## config.mk

```make
export PLATFORM = sky130hd
export DESIGN_NAME = sha256_stream_hasher
export DESIGN_NICKNAME = d
export VERILOG_FILES = /design/src/rtl/sha_pkg.sv /design/src/rtl/sha_round_unit.sv /design/src/rtl/sha256_stream_hasher.sv
export SDC_FILE = /design/constraint.sdc
export NUM_CORES = 2
export LEC_CHECK = 0
export ABC_AREA = 1
export BUFFER_PORTS_ARGS = -buffer_cell sky130_fd_sc_hd__buf_2
export CAP_MARGIN = 10
export CORE_UTILIZATION = 53
export CTS_BUF_LIST = sky130_fd_sc_hd__clkbuf_16
export CTS_CLUSTER_DIAMETER = 40
export DETAILED_ROUTE_END_ITERATION = 8
export PLACE_DENSITY = 0.69
export SYNTH_ARGS = -nofsm -noshare
export SYNTH_HDL_FRONTEND = slang
export SYNTH_HIERARCHICAL = 1
export SYNTH_SLANG_ARGS = --single-unit
```

## constraint.sdc

```tcl
create_clock -name clock -period 12 [get_ports clock]
set_input_delay 0.6 -clock clock [delete_from_list [all_inputs] [get_ports clock]]
set_output_delay 0.6 -clock clock [all_outputs]
set_load 0.005 [all_outputs]
```

## src/rtl/sha_pkg.sv

```systemverilog
// SHA-256 stream hasher: shared types, constants and the round constant table.
// Used by sha_round_unit and sha256_stream_hasher; depends on nothing else.
`timescale 1ns / 1ps

package sha_pkg;

   localparam int WORD_BITS  = 32;
   localparam int HASH_WORDS = 8;
   localparam int SCHED_WORDS = 16;
   localparam int BLOCK_BITS = WORD_BITS * SCHED_WORDS;
   localparam int ROUNDS     = 64;

   localparam logic [7:0] PAD_MARK   = 8'h80;
   localparam logic [5:0] LENGTH_POS = 6'd56;
   localparam logic [5:0] LAST_POS   = 6'd63;

   typedef logic [WORD_BITS-1:0] word_type;
   typedef word_type hash_type [HASH_WORDS];

   // Commands from the byte sequencer to the round unit.
   typedef struct packed {
      logic start;     // load a block and run the rounds
      logic restart;   // reload the initial hash values
   } core_ctl_type;

   typedef struct packed {
      logic done;      // final add happens at this edge
   } core_stat_type;

   function automatic word_type init_hash(input logic [2:0] idx);
      word_type v;
      unique case (idx)
         3'd0: v = 32'h6a09e667;
         3'd1: v = 32'hbb67ae85;
         3'd2: v = 32'h3c6ef372;
         3'd3: v = 32'ha54ff53a;
         3'd4: v = 32'h510e527f;
         3'd5: v = 32'h9b05688c;
         3'd6: v = 32'h1f83d9ab;
         3'd7: v = 32'h5be0cd19;
         default: v = '0;
      endcase
      return v;
   endfunction

   function automatic word_type round_k(input logic [5:0] idx);
      word_type v;
      unique case (idx)
         6'd0:  v = 32'h428a2f98;  6'd1:  v = 32'h71374491;
         6'd2:  v = 32'hb5c0fbcf;  6'd3:  v = 32'he9b5dba5;
         6'd4:  v = 32'h3956c25b;  6'd5:  v = 32'h59f111f1;
         6'd6:  v = 32'h923f82a4;  6'd7:  v = 32'hab1c5ed5;
         6'd8:  v = 32'hd807aa98;  6'd9:  v = 32'h12835b01;
         6'd10: v = 32'h243185be;  6'd11: v = 32'h550c7dc3;
         6'd12: v = 32'h72be5d74;  6'd13: v = 32'h80deb1fe;
         6'd14: v = 32'h9bdc06a7;  6'd15: v = 32'hc19bf174;
         6'd16: v = 32'he49b69c1;  6'd17: v = 32'hefbe4786;
         6'd18: v = 32'h0fc19dc6;  6'd19: v = 32'h240ca1cc;
         6'd20: v = 32'h2de92c6f;  6'd21: v = 32'h4a7484aa;
         6'd22: v = 32'h5cb0a9dc;  6'd23: v = 32'h76f988da;
         6'd24: v = 32'h983e5152;  6'd25: v = 32'ha831c66d;
         6'd26: v = 32'hb00327c8;  6'd27: v = 32'hbf597fc7;
         6'd28: v = 32'hc6e00bf3;  6'd29: v = 32'hd5a79147;
         6'd30: v = 32'h06ca6351;  6'd31: v = 32'h14292967;
         6'd32: v = 32'h27b70a85;  6'd33: v = 32'h2e1b2138;
         6'd34: v = 32'h4d2c6dfc;  6'd35: v = 32'h53380d13;
         6'd36: v = 32'h650a7354;  6'd37: v = 32'h766a0abb;
         6'd38: v = 32'h81c2c92e;  6'd39: v = 32'h92722c85;
         6'd40: v = 32'ha2bfe8a1;  6'd41: v = 32'ha81a664b;
         6'd42: v = 32'hc24b8b70;  6'd43: v = 32'hc76c51a3;
         6'd44: v = 32'hd192e819;  6'd45: v = 32'hd6990624;
         6'd46: v = 32'hf40e3585;  6'd47: v = 32'h106aa070;
         6'd48: v = 32'h19a4c116;  6'd49: v = 32'h1e376c08;
         6'd50: v = 32'h2748774c;  6'd51: v = 32'h34b0bcb5;
         6'd52: v = 32'h391c0cb3;  6'd53: v = 32'h4ed8aa4a;
         6'd54: v = 32'h5b9cca4f;  6'd55: v = 32'h682e6ff3;
         6'd56: v = 32'h748f82ee;  6'd57: v = 32'h78a5636f;
         6'd58: v = 32'h84c87814;  6'd59: v = 32'h8cc70208;
         6'd60: v = 32'h90befffa;  6'd61: v = 32'ha4506ceb;
         6'd62: v = 32'hbef9a3f7;  6'd63: v = 32'hc67178f2;
         default: v = '0;
      endcase
      return v;
   endfunction

endpackage

```

## src/rtl/sha_round_unit.sv

```systemverilog
// SHA-256 compression: one round per cycle on a shared round datapath,
// rolling 16-word message schedule and the chaining hash. Depends on sha_pkg.
`timescale 1ns / 1ps

module sha_round_unit (
   input  logic                                 clock,
   input  logic                                 reset,
   input  sha_pkg::core_ctl_type                ctl,
   input  logic [sha_pkg::BLOCK_BITS-1:0]       block,
   output sha_pkg::core_stat_type               stat,
   output sha_pkg::hash_type                    hash
);

   function automatic sha_pkg::word_type rotr(input sha_pkg::word_type v, input int n);
      return sha_pkg::word_type'({v, v} >> n);
   endfunction

   sha_pkg::hash_type hash_ff, hash_in;
   sha_pkg::hash_type work_ff, work_in;
   sha_pkg::word_type sched_ff [sha_pkg::SCHED_WORDS];
   sha_pkg::word_type sched_in [sha_pkg::SCHED_WORDS];
   logic [5:0] rnd_ff, rnd_in;
   logic       run_ff, run_in;
   logic       fin_ff, fin_in;

   sha_pkg::word_type big_s0, big_s1, ch, maj, t1, t2, sig0, sig1, w_new;

   always_comb begin
      big_s1 = rotr(work_ff[4], 6) ^ rotr(work_ff[4], 11) ^ rotr(work_ff[4], 25);
      ch     = (work_ff[4] & work_ff[5]) ^ (~work_ff[4] & work_ff[6]);
      t1     = work_ff[7] + big_s1 + ch + sha_pkg::round_k(rnd_ff) + sched_ff[0];
      big_s0 = rotr(work_ff[0], 2) ^ rotr(work_ff[0], 13) ^ rotr(work_ff[0], 22);
      maj    = (work_ff[0] & work_ff[1]) ^ (work_ff[0] & work_ff[2])
             ^ (work_ff[1] & work_ff[2]);
      t2     = big_s0 + maj;
      sig0   = rotr(sched_ff[1], 7) ^ rotr(sched_ff[1], 18) ^ (sched_ff[1] >> 3);
      sig1   = rotr(sched_ff[14], 17) ^ rotr(sched_ff[14], 19) ^ (sched_ff[14] >> 10);
      w_new  = sched_ff[0] + sig0 + sched_ff[9] + sig1;
   end

   always_comb begin
      hash_in  = hash_ff;
      work_in  = work_ff;
      sched_in = sched_ff;
      rnd_in   = rnd_ff;
      run_in   = run_ff;
      fin_in   = fin_ff;
      priority if (ctl.restart) begin
         for (int i = 0; i < sha_pkg::HASH_WORDS; i++) begin
            hash_in[i] = sha_pkg::init_hash(3'(i));
         end
      end else if (ctl.start) begin
         for (int i = 0; i < sha_pkg::SCHED_WORDS; i++) begin
            sched_in[i] = block[sha_pkg::BLOCK_BITS-1 - sha_pkg::WORD_BITS*i -: sha_pkg::WORD_BITS];
         end
         work_in = hash_ff;
         rnd_in  = '0;
         run_in  = 1'b1;
         fin_in  = 1'b0;
      end else if (fin_ff) begin
         // fold the working variables back into the chaining hash
         for (int i = 0; i < sha_pkg::HASH_WORDS; i++) begin
            hash_in[i] = hash_ff[i] + work_ff[i];
         end
         run_in = 1'b0;
         fin_in = 1'b0;
      end else if (run_ff) begin
         work_in[7] = work_ff[6];
         work_in[6] = work_ff[5];
         work_in[5] = work_ff[4];
         work_in[4] = work_ff[3] + t1;
         work_in[3] = work_ff[2];
         work_in[2] = work_ff[1];
         work_in[1] = work_ff[0];
         work_in[0] = t1 + t2;
         for (int i = 0; i < sha_pkg::SCHED_WORDS - 1; i++) begin
            sched_in[i] = sched_ff[i+1];
         end
         sched_in[sha_pkg::SCHED_WORDS-1] = w_new;
         rnd_in = rnd_ff + 6'd1;
         if (rnd_ff == 6'(sha_pkg::ROUNDS - 1)) begin
            fin_in = 1'b1;
         end
      end
   end

   always_ff @(posedge clock) begin
      if (reset) begin
         for (int i = 0; i < sha_pkg::HASH_WORDS; i++) begin
            hash_ff[i] <= sha_pkg::init_hash(3'(i));
         end
         rnd_ff <= '0;
         run_ff <= 1'b0;
         fin_ff <= 1'b0;
      end else begin
         hash_ff <= hash_in;
         rnd_ff  <= rnd_in;
         run_ff  <= run_in;
         fin_ff  <= fin_in;
      end
   end

   always_ff @(posedge clock) begin
      work_ff  <= work_in;
      sched_ff <= sched_in;
   end

   assign stat.done = fin_ff;
   assign hash      = hash_ff;

endmodule

```

## src/rtl/sha256_stream_hasher.sv

```systemverilog
// SHA-256 stream hasher top level: byte packing, padding sequencer, digest output.
// Depends on sha_pkg and sha_round_unit.
`timescale 1ns / 1ps

//  channel | direction | handshake             | payload
//  --------+-----------+-----------------------+-------------------------------------------
//  req_    | in        | req_valid / req_ready | data_byte, byte_present, end_of_message
//  rsp_    | out       | rsp_valid / rsp_ready | digest_part, digest_word, digest_last
//
// Each item with a byte is packed into the block; the 64th byte of a block also starts the
// shared round unit: 64 rounds, then a final add, while req_ready stays low.
// An end item then runs the padding sequencer at one pad byte per cycle while no compression
// runs (up to 72 bytes, with one or two more compressions), then offers four digest items.
// req_ready is high only while the sequencer is idle; the digest items wait on rsp_ready.
// Reset is synchronous and active high and restores the initial hash and an empty message.

module sha256_stream_hasher (
   input  logic        clock,
   input  logic        reset,
   input  logic        req_valid,
   output logic        req_ready,
   input  logic [7:0]  req_data_byte,
   input  logic        req_byte_present,
   input  logic        req_end_of_message,
   output logic        rsp_valid,
   input  logic        rsp_ready,
   output logic [1:0]  rsp_digest_part,
   output logic [63:0] rsp_digest_word,
   output logic        rsp_digest_last
);

   typedef enum logic [3:0] {
      ST_IDLE = 4'b0001,   // take message items
      ST_COMP = 4'b0010,   // round unit busy on a full block
      ST_PAD  = 4'b0100,   // feed 0x80, zeros and the bit length
      ST_OUT  = 4'b1000    // offer the four digest items
   } state_type;

   state_type state_ff, state_in;
   state_type after_ff, after_in;   // where to go once a compression finishes

   logic [sha_pkg::BLOCK_BITS-1:0] blk_ff, blk_in;   // byte shift line, first byte on top
   logic [5:0]  fill_ff, fill_in;
   logic [63:0] bits_ff, bits_in;
   logic        mark_ff, mark_in;    // pad mark already placed
   logic [2:0]  len_ff, len_in;      // next length byte, most significant first
   logic [1:0]  part_ff, part_in;

   logic        put_en;
   logic [7:0]  put_byte;
   logic        len_phase;
   logic [7:0]  len_byte;

   sha_pkg::core_ctl_type  core_ctl;
   sha_pkg::core_stat_type core_stat;
   sha_pkg::hash_type      hash;

   // length byte i sits at bit 8*(7-i) of the bit count
   assign len_phase = (len_ff != 3'd0) || (fill_ff == sha_pkg::LENGTH_POS);
   assign len_byte  = 8'(bits_ff >> {~len_ff, 3'b000});

   always_comb begin
      state_in = state_ff;
      after_in = after_ff;
      blk_in   = blk_ff;
      fill_in  = fill_ff;
      bits_in  = bits_ff;
      mark_in  = mark_ff;
      len_in   = len_ff;
      part_in  = part_ff;
      put_en   = 1'b0;
      put_byte = '0;
      core_ctl = '0;

      unique case (state_ff)
         ST_IDLE: begin
            mark_in = 1'b0;
            len_in  = '0;
            part_in = '0;
            if (req_valid) begin
               if (req_byte_present) begin
                  put_en   = 1'b1;
                  put_byte = req_data_byte;
                  bits_in  = bits_ff + 64'd8;
               end
               // a full block goes to the round unit before padding starts
               if (req_byte_present && (fill_ff == sha_pkg::LAST_POS)) begin
                  state_in = ST_COMP;
                  after_in = req_end_of_message ? ST_PAD : ST_IDLE;
               end else if (req_end_of_message) begin
                  state_in = ST_PAD;
               end
            end
         end
         ST_PAD: begin
            put_en = 1'b1;
            if (!mark_ff) begin
               put_byte = sha_pkg::PAD_MARK;
               mark_in  = 1'b1;
            end else if (len_phase) begin
               put_byte = len_byte;
               len_in   = len_ff + 3'd1;
            end
            if (fill_ff == sha_pkg::LAST_POS) begin
               state_in = ST_COMP;
               after_in = (mark_ff && len_phase && (len_ff == 3'd7)) ? ST_OUT : ST_PAD;
            end
         end
         ST_COMP: begin
            if (core_stat.done) begin
               state_in = after_ff;
            end
         end
         ST_OUT: begin
            if (rsp_ready) begin
               part_in = part_ff + 2'd1;
               if (part_ff == 2'd3) begin
                  // digest delivered: start the next message from scratch
                  state_in         = ST_IDLE;
                  core_ctl.restart = 1'b1;
                  bits_in          = '0;
                  fill_in          = '0;
               end
            end
         end
         default: begin
            state_in = ST_IDLE;
         end
      endcase

      if (put_en) begin
         blk_in  = {blk_ff[sha_pkg::BLOCK_BITS-9:0], put_byte};
         fill_in = fill_ff + 6'd1;
      end
      core_ctl.start = put_en && (fill_ff == sha_pkg::LAST_POS);
   end

   always_ff @(posedge clock) begin
      if (reset) begin
         state_ff <= ST_IDLE;
         after_ff <= ST_IDLE;
         fill_ff  <= '0;
         bits_ff  <= '0;
         mark_ff  <= 1'b0;
         len_ff   <= '0;
         part_ff  <= '0;
      end else begin
         state_ff <= state_in;
         after_ff <= after_in;
         fill_ff  <= fill_in;
         bits_ff  <= bits_in;
         mark_ff  <= mark_in;
         len_ff   <= len_in;
         part_ff  <= part_in;
      end
   end

   // payload only: no reset
   always_ff @(posedge clock) begin
      blk_ff <= blk_in;
   end

   // the round unit loads the block as it completes, so it sees blk_in
   sha_round_unit u_round (
      .clock (clock),
      .reset (reset),
      .ctl   (core_ctl),
      .block (blk_in),
      .stat  (core_stat),
      .hash  (hash)
   );

   assign req_ready       = (state_ff == ST_IDLE);
   assign rsp_valid       = (state_ff == ST_OUT);
   assign rsp_digest_part = part_ff;
   assign rsp_digest_last = (part_ff == 2'd3);

   always_comb begin
      unique case (part_ff)
         2'd0:    rsp_digest_word = {hash[0], hash[1]};
         2'd1:    rsp_digest_word = {hash[2], hash[3]};
         2'd2:    rsp_digest_word = {hash[4], hash[5]};
         default: rsp_digest_word = {hash[6], hash[7]};
      endcase
   end

endmodule
```

Word-level counts from Yosys, hierarchy flattened
Memory sizes are Yosys's and may differ from the RTL's. A register that Yosys moved wholly into a read port is not among the register bits.
Index checks and enable logic that the tools add are counted.
{"block": "word_totals", "mem_count": 1, "romBits": 2048, "wordCells": 193, "reg_bits": 1628, "inputBits": 14, "out_inout_bits": 69}
{"name": "(no name shown)", "words": 64, "word_bits": 32, "read_ports": 1, "rd_clocked_by_memory_dff": 1, "wr": 0, "line": "sha_pkg.sv:48", "text": "unique case (idx)"}
{"block": "classes", "n_bitwise": 20, "n_addsub": 23, "reduce_logical": 24, "muxes": 59, "shift": 1, "eq_ne": 22}
{"op": "$mux W512", "count": 4}
{"op": "$mux W256", "count": 3}
{"op": "$add A32 B32 Y32", "count": 18}
{"op": "$xor A32 B32 Y32", "count": 9}
{"op": "$mux W64", "count": 4}
{"op": "$pmux W64 S3", "count": 1}
{"op": "$and A32 B32 Y32", "count": 5}
{"op": "$pmux W64 S2", "count": 1}
{"op": "$add A64 B4 Y64 const B", "count": 1}
{"op": "$shr A64 B6 Y8", "count": 1}
{"op": "$mux W6", "count": 9}
{"op": "$mux W4", "count": 11}
{"op": "$mux W8", "count": 4}
{"op": "$not A32 Y32", "count": 1}
{"op": "$xor A32 B22 Y32", "count": 1}
{"op": "$xor A32 B29 Y32", "count": 1}
{"op": "$eq A6 B6 Y1 const B", "count": 3}
{"op": "$pmux W4 S4", "count": 1}
{"op": "$pmux W8 S2", "count": 1}
{"op": "$reduce_bool A2 Y1", "count": 7}
{"op": "$add A6 B1 Y6 const B", "count": 2}
{"op": "$mux W1", "count": 11}
{"op": "$ne A2 B1 Y1 const B", "count": 5}
{"op": "$ne A2 B2 Y1 const B", "count": 5}
{"op": "other kinds (28)", "count": 40}

Depth between registers and ports, before layout
{"block": "depth", "ltp_word": 10, "ltp_mapped": 35, "mapped_depth_nobuf": 34}

Modules after synthesis
The synthesis kept the hierarchy.
{"mod": "sha_round_unit", "instances": 1, "cells_per_inst": 9938, "area_per_inst_um2": 75223.4, "seq_area_each_um2": 28987.8}
{"mod": "sha256_stream_hasher", "instances": 1, "cells_per_inst": 3076, "area_per_inst_um2": 23607.6, "seq_area_each_um2": 11851.4}

Worst setup path after synthesis
OpenSTA, ideal clock, no wires.
{"block": "synth_path", "path_kind": "reg-to-reg", "start": "register state_ff[3]", "end": "register with a tool-made name", "synth_period_minus_slack_ns": 9.191, "n_path_buf": 2, "required_time_ns": 11.881, "t_arrival_ns": 9.073, "path_slack_ns": 2.809, "setup_time_ns": 0.119, "path_stages_with_launch": 22, "cell_sequence": "dfxtp_1 nor2_4 nand2_4 inv_4 nand3_2 nand2_2 inv_2 buf_6 nor2_4 buf_4 nand2_4 nand2_4 o21ai_0 o211ai_2 ha_1 nand2_1 inv_1 nand2_1 o21ai_0 and2_1 o21ai_0 nand2_1"}
{"element": "from (decl)", "line": "sha256_stream_hasher.sv:39", "text": "state_type state_ff, state_in;"}
{"element": "from (signal assigned)", "line": "sha256_stream_hasher.sv:148", "text": "state_ff <= state_in;"}

Final worst setup path
{"block": "layout_path", "start": "register u_round/work_ff[122] (netlist name)", "end": "register u_round/work_ff[246] (netlist name), data pin"}
{"block": "layout_via", "elab_chain_cells": 10}
{"element": "from (decl)", "line": "sha_round_unit.sv:19", "text": "sha_pkg::hash_type work_ff, work_in;"}
{"element": "from (signal assigned)", "line": "sha_round_unit.sv:104", "text": "work_ff <= work_in;"}
{"element": "$xor A32 B32 Y32", "line": "sha_round_unit.sv:29", "text": "big_s1 = rotr(work_ff[4], 6) ^ rotr(work_ff[4], 11) ^ rotr(work_ff[4], 25);"}
{"element": "$xor A32 B32 Y32 (*)", "line": "sha_round_unit.sv:29"}
{"element": "$add A32 B32 Y32 (*) (4 in series)", "line": "sha_round_unit.sv:31", "text": "t1 = work_ff[7] + big_s1 + ch + sha_pkg::round_k(rnd_ff) + sched_ff[0];"}
{"element": "$add A32 B32 Y32 (*)", "line": "sha_round_unit.sv:75", "text": "work_in[0] = t1 + t2;"}
{"element": "$mux W256 (*)", "line": "sha_round_unit.sv:67", "text": "end else if (run_ff) begin"}
{"element": "$mux W256 (*)", "line": "sha_round_unit.sv:60", "text": "end else if (fin_ff) begin"}
{"element": "$mux W256 (*)", "line": "sha_round_unit.sv:52", "text": "end else if (ctl.start) begin"}
Mark *: on every way between the ends. The rest lies on a longest branch, timed or not. The select of a mux whose other input is x is not followed.
A chain may end at the register's enable or synchronous reset.

==> reports/metrics.yaml <==
fin_crit_sh_pct: 67.84
synth_edf_count: 768
clock_power_share_pct: 47.7
gr-total-overflow: 0
power_density_mw_per_mm2: 153.0
status: "complete, but fails checks"
drive_above_1_share_pct: 6.026
dp_slack_ps: 4125
die-area_mm2: 0.1882
slowest_delay_ps: 570
tightest_slew_ps: 1368
leakagePower_nw: 47.78
tritoncts: "built"
placed_cell_area_mm2: 0.1007
netSwitchingFraction_pct: 28.02
cts_made_buffers: 279
cap_violations: 0
grt_pass1_vias: 88550
fin_nets: 13560
regToRegSetupSlack_ps: 3860
finalHoldViolCount: 0
io_pins: 83
drtIter0Drc: 13190
clock-sinks: 1656
yosys.area.top_type: "edfxtp_1"
dr.pass1.iters: 9
syn-mean-instance-area_um2: 7.594
fin_crit_ps: 8141
clock_path_buffers: 4
violations: "design-rule violations"
power_frac_comb_pct: 11.4
cts_root_buf: "clkbuf_16"
grt.total_usage_pct: 43.35
clock_latency_ps: 940
vias_per_cell: 6.018
clk_transition_reported_paths_ps: 60
io_buffer_count: 82
wire_per_inst_um: 26.67
slew_viol_final: 0
die_h_um: 433.8
synth_top_cell_area_share_pct: 23.33
die_w_um: 433.8
p_switching_w: 0.004720
seq_area_frac_synth_pct: 41.32
worstPathMaxFanout: 7
relSlewSlack_pct: 7.819
power_w: 0.01685
end_kind: "flop"
syn-instance-count: 13010
synth-main-ff-cell: "dfxtp_1"
wirelength_um: 417500
peakVddDrop_mv: 0.3476
synth.most_common_cell: "nand2_1"
fillers: 16030
required_ps: 12600
synth_commonest_cells: "4,010 x nand2_1, 1,546 x inv_1, 1,133 x o21ai_0"
timing.fmax_mhz: 122.8
start_kind: "flop"
syn_nets: 13620
regArea_mm2: 0.04084
synthArstFlopShare_pct: 0
finalSetupViolCount: 0
rsz0062_at_grt: "no"
tns_ps: 0
p_int_w: 0.01213
gp_congestion: 1.097
core_mm2: 0.1852
multiInputGateArea_mm2: 0.04977
dpl.hpwl_um: 316000
rows: 158
final_area_mm2: 0.1101
antenna_found_initial: 35
pwr-share-seq_pct: 40.9
fin_worst_skew_ps: 88.21
syn-cell-area_mm2: 0.09883
initial_core_util_pct: 53.35
synth-seq-cells: 1656
setup_ws_ps: 3859
grt_pass1_wl_um: 594700
antenna_left: 0
post_cts_buffers: 0
cts_max_level: 5
critical_path_class: "reg2reg"
hp-class: "in2reg"
yosysUniqueCellTypes: 53
drc: 3
synth_area_leaders: "edfxtp_1 23%, dfxtp_1 18%, nand2_1 15%"
crit_arrival_ps: 8740
cpMaxStageDelayCell: "edfxtp_1"
syn_to_final_growth_pct: 11.41
critPathMostFrequentCell: "inv_1"
yosysWarnings: 6
grt_max_degree: 223
vias: 94190
==> timing repair <==
item                                   in CTS  in global routing
setup endpoints to repair                   0                  0
hold buffers                                9                  0
gates resized for setup                     0                  0
endpoints found under the hold margin       9                  0
==> worst paths after layout <==
path                              from              endpoint  cells after the start
setup / recovery  u_round/work_ff[122]  u_round/work_ff[246]                     29
hold / removal                   reset           state_ff[1]                      2
hold reg to reg            after_ff[3]           after_ff[3]                      2
setup reg to reg  u_round/work_ff[122]  u_round/work_ff[246]                     29
==> cell type report <==
type                    instances  area share [%]
multi-input cells            9282           45.20
flip-flops and latches       1656           37.09
clock buffers                 290           6.591
inverters                    1567           5.369
well taps                    2480           2.818
clock inverters               196           1.864
repair buffers                168           1.036
diodes                         13         0.02955
==> logic make-up after synthesis <==
kind of cell / synth area share [%]
DFF: 41.32
adders and majority gates: 9.103
buffers and inverters: 8.378
xor gates and xnor gates: 3.616
and+or+nand+nor: 23.27
AOI/OAI and AO/OA: 14.31
==> flip-flops by register name, summed over array words and instances (netlist names), named ones only <==
| name | cells |
|---|---|
| u_round/sched_ff | 512 |
| u_round/run_ff | 1 |
| u_round/rnd_ff | 6 |
| len_ff | 3 |
| fill_ff | 6 |
| bits_ff | 61 |
| state_ff | 4 |
| u_round/work_ff | 256 |
| rsp_digest_part | 2 |
| u_round/hash | 256 |
| u_round/stat | 1 |
| mark_ff | 1 |
| after_ff | 3 |
| blk_ff | 512 |
==> layer usage <==
layer	GRT usage (%)	part of all wire [%]
met5	0	0.039
met2	66.51	44
met4	26.59	7.4
met3	10.63	11
met1	55.00	38
==> worst max-delay path, delay by kind of cell (launching register included) <==
kind | cells | cell delay (ps)
AOI/OAI and AO/OA | 9 | 1910
xor gates and xnor gates | 3 | 1130
adders and majority gates | 7 | 3090
buffers and inverters | 6 | 580
DFF | 1 | 570
and+or+nand+nor | 4 | 560
==> power by group through the flow <==
| stage | logic (W) | clock network (W) | registers [W] |
|---|---|---|---|
| 2_1_floorplan | 0.00148 | 0 | 0.00688 |
| 3_3_place_gp | 0.00167 | 0 | 0.00693 |
| 3_5_place_dp | 0.00179 | 0 | 0.00697 |
| 4_1_cts | 0.00188 | 0.00806 | 0.00689 |
| 5_1_grt | 0.00210 | 0.00831 | 0.00696 |
| 6_report | 0.00192 | 0.00804 | 0.00690 |
==> placed cells by master, fill, tap and decap left out, types with 51 or more instances in the layout <==
| cell type | synthesis | routed |
|---|---|---|
| nand2_1 | 4010 | 4010 |
| inv_1 | 1546 | 1577 |
| o21ai_0 | 1133 | 1133 |
| dfxtp_1 | 888 | 888 |
| nor2_1 | 816 | 815 |
| a21oi_1 | 812 | 812 |
| edfxtp_1 | 768 | 768 |
| nand3_1 | 541 | 541 |
| ha_1 | 399 | 395 |
| clkbuf_16 | 0 | 290 |
| xor2_1 | 218 | 218 |
| fa_1 | 195 | 195 |
| xnor2_1 | 190 | 190 |
| o21ai_1 | 178 | 178 |
| nand4_1 | 105 | 105 |
| o21ai_2 | 97 | 97 |
| nor3_1 | 83 | 83 |
| buf_2 | 109 | 82 |
| buf_4 | 13 | 72 |
| a22o_1 | 64 | 64 |
| o211ai_1 | 51 | 51 |
==> per-stage QoR <==
step                std cells  hold WS [ps]  utilization [%]
global route            15640         70.56            59.43
detailed placement      15140         458.3            54.34
CTS                     15640         13.44            59.42
finish                  15650         59.97            59.44
global placement        15140         428.7            54.34
floorplan               13010         416.1                -
Power figures use the tool's default switching activity.
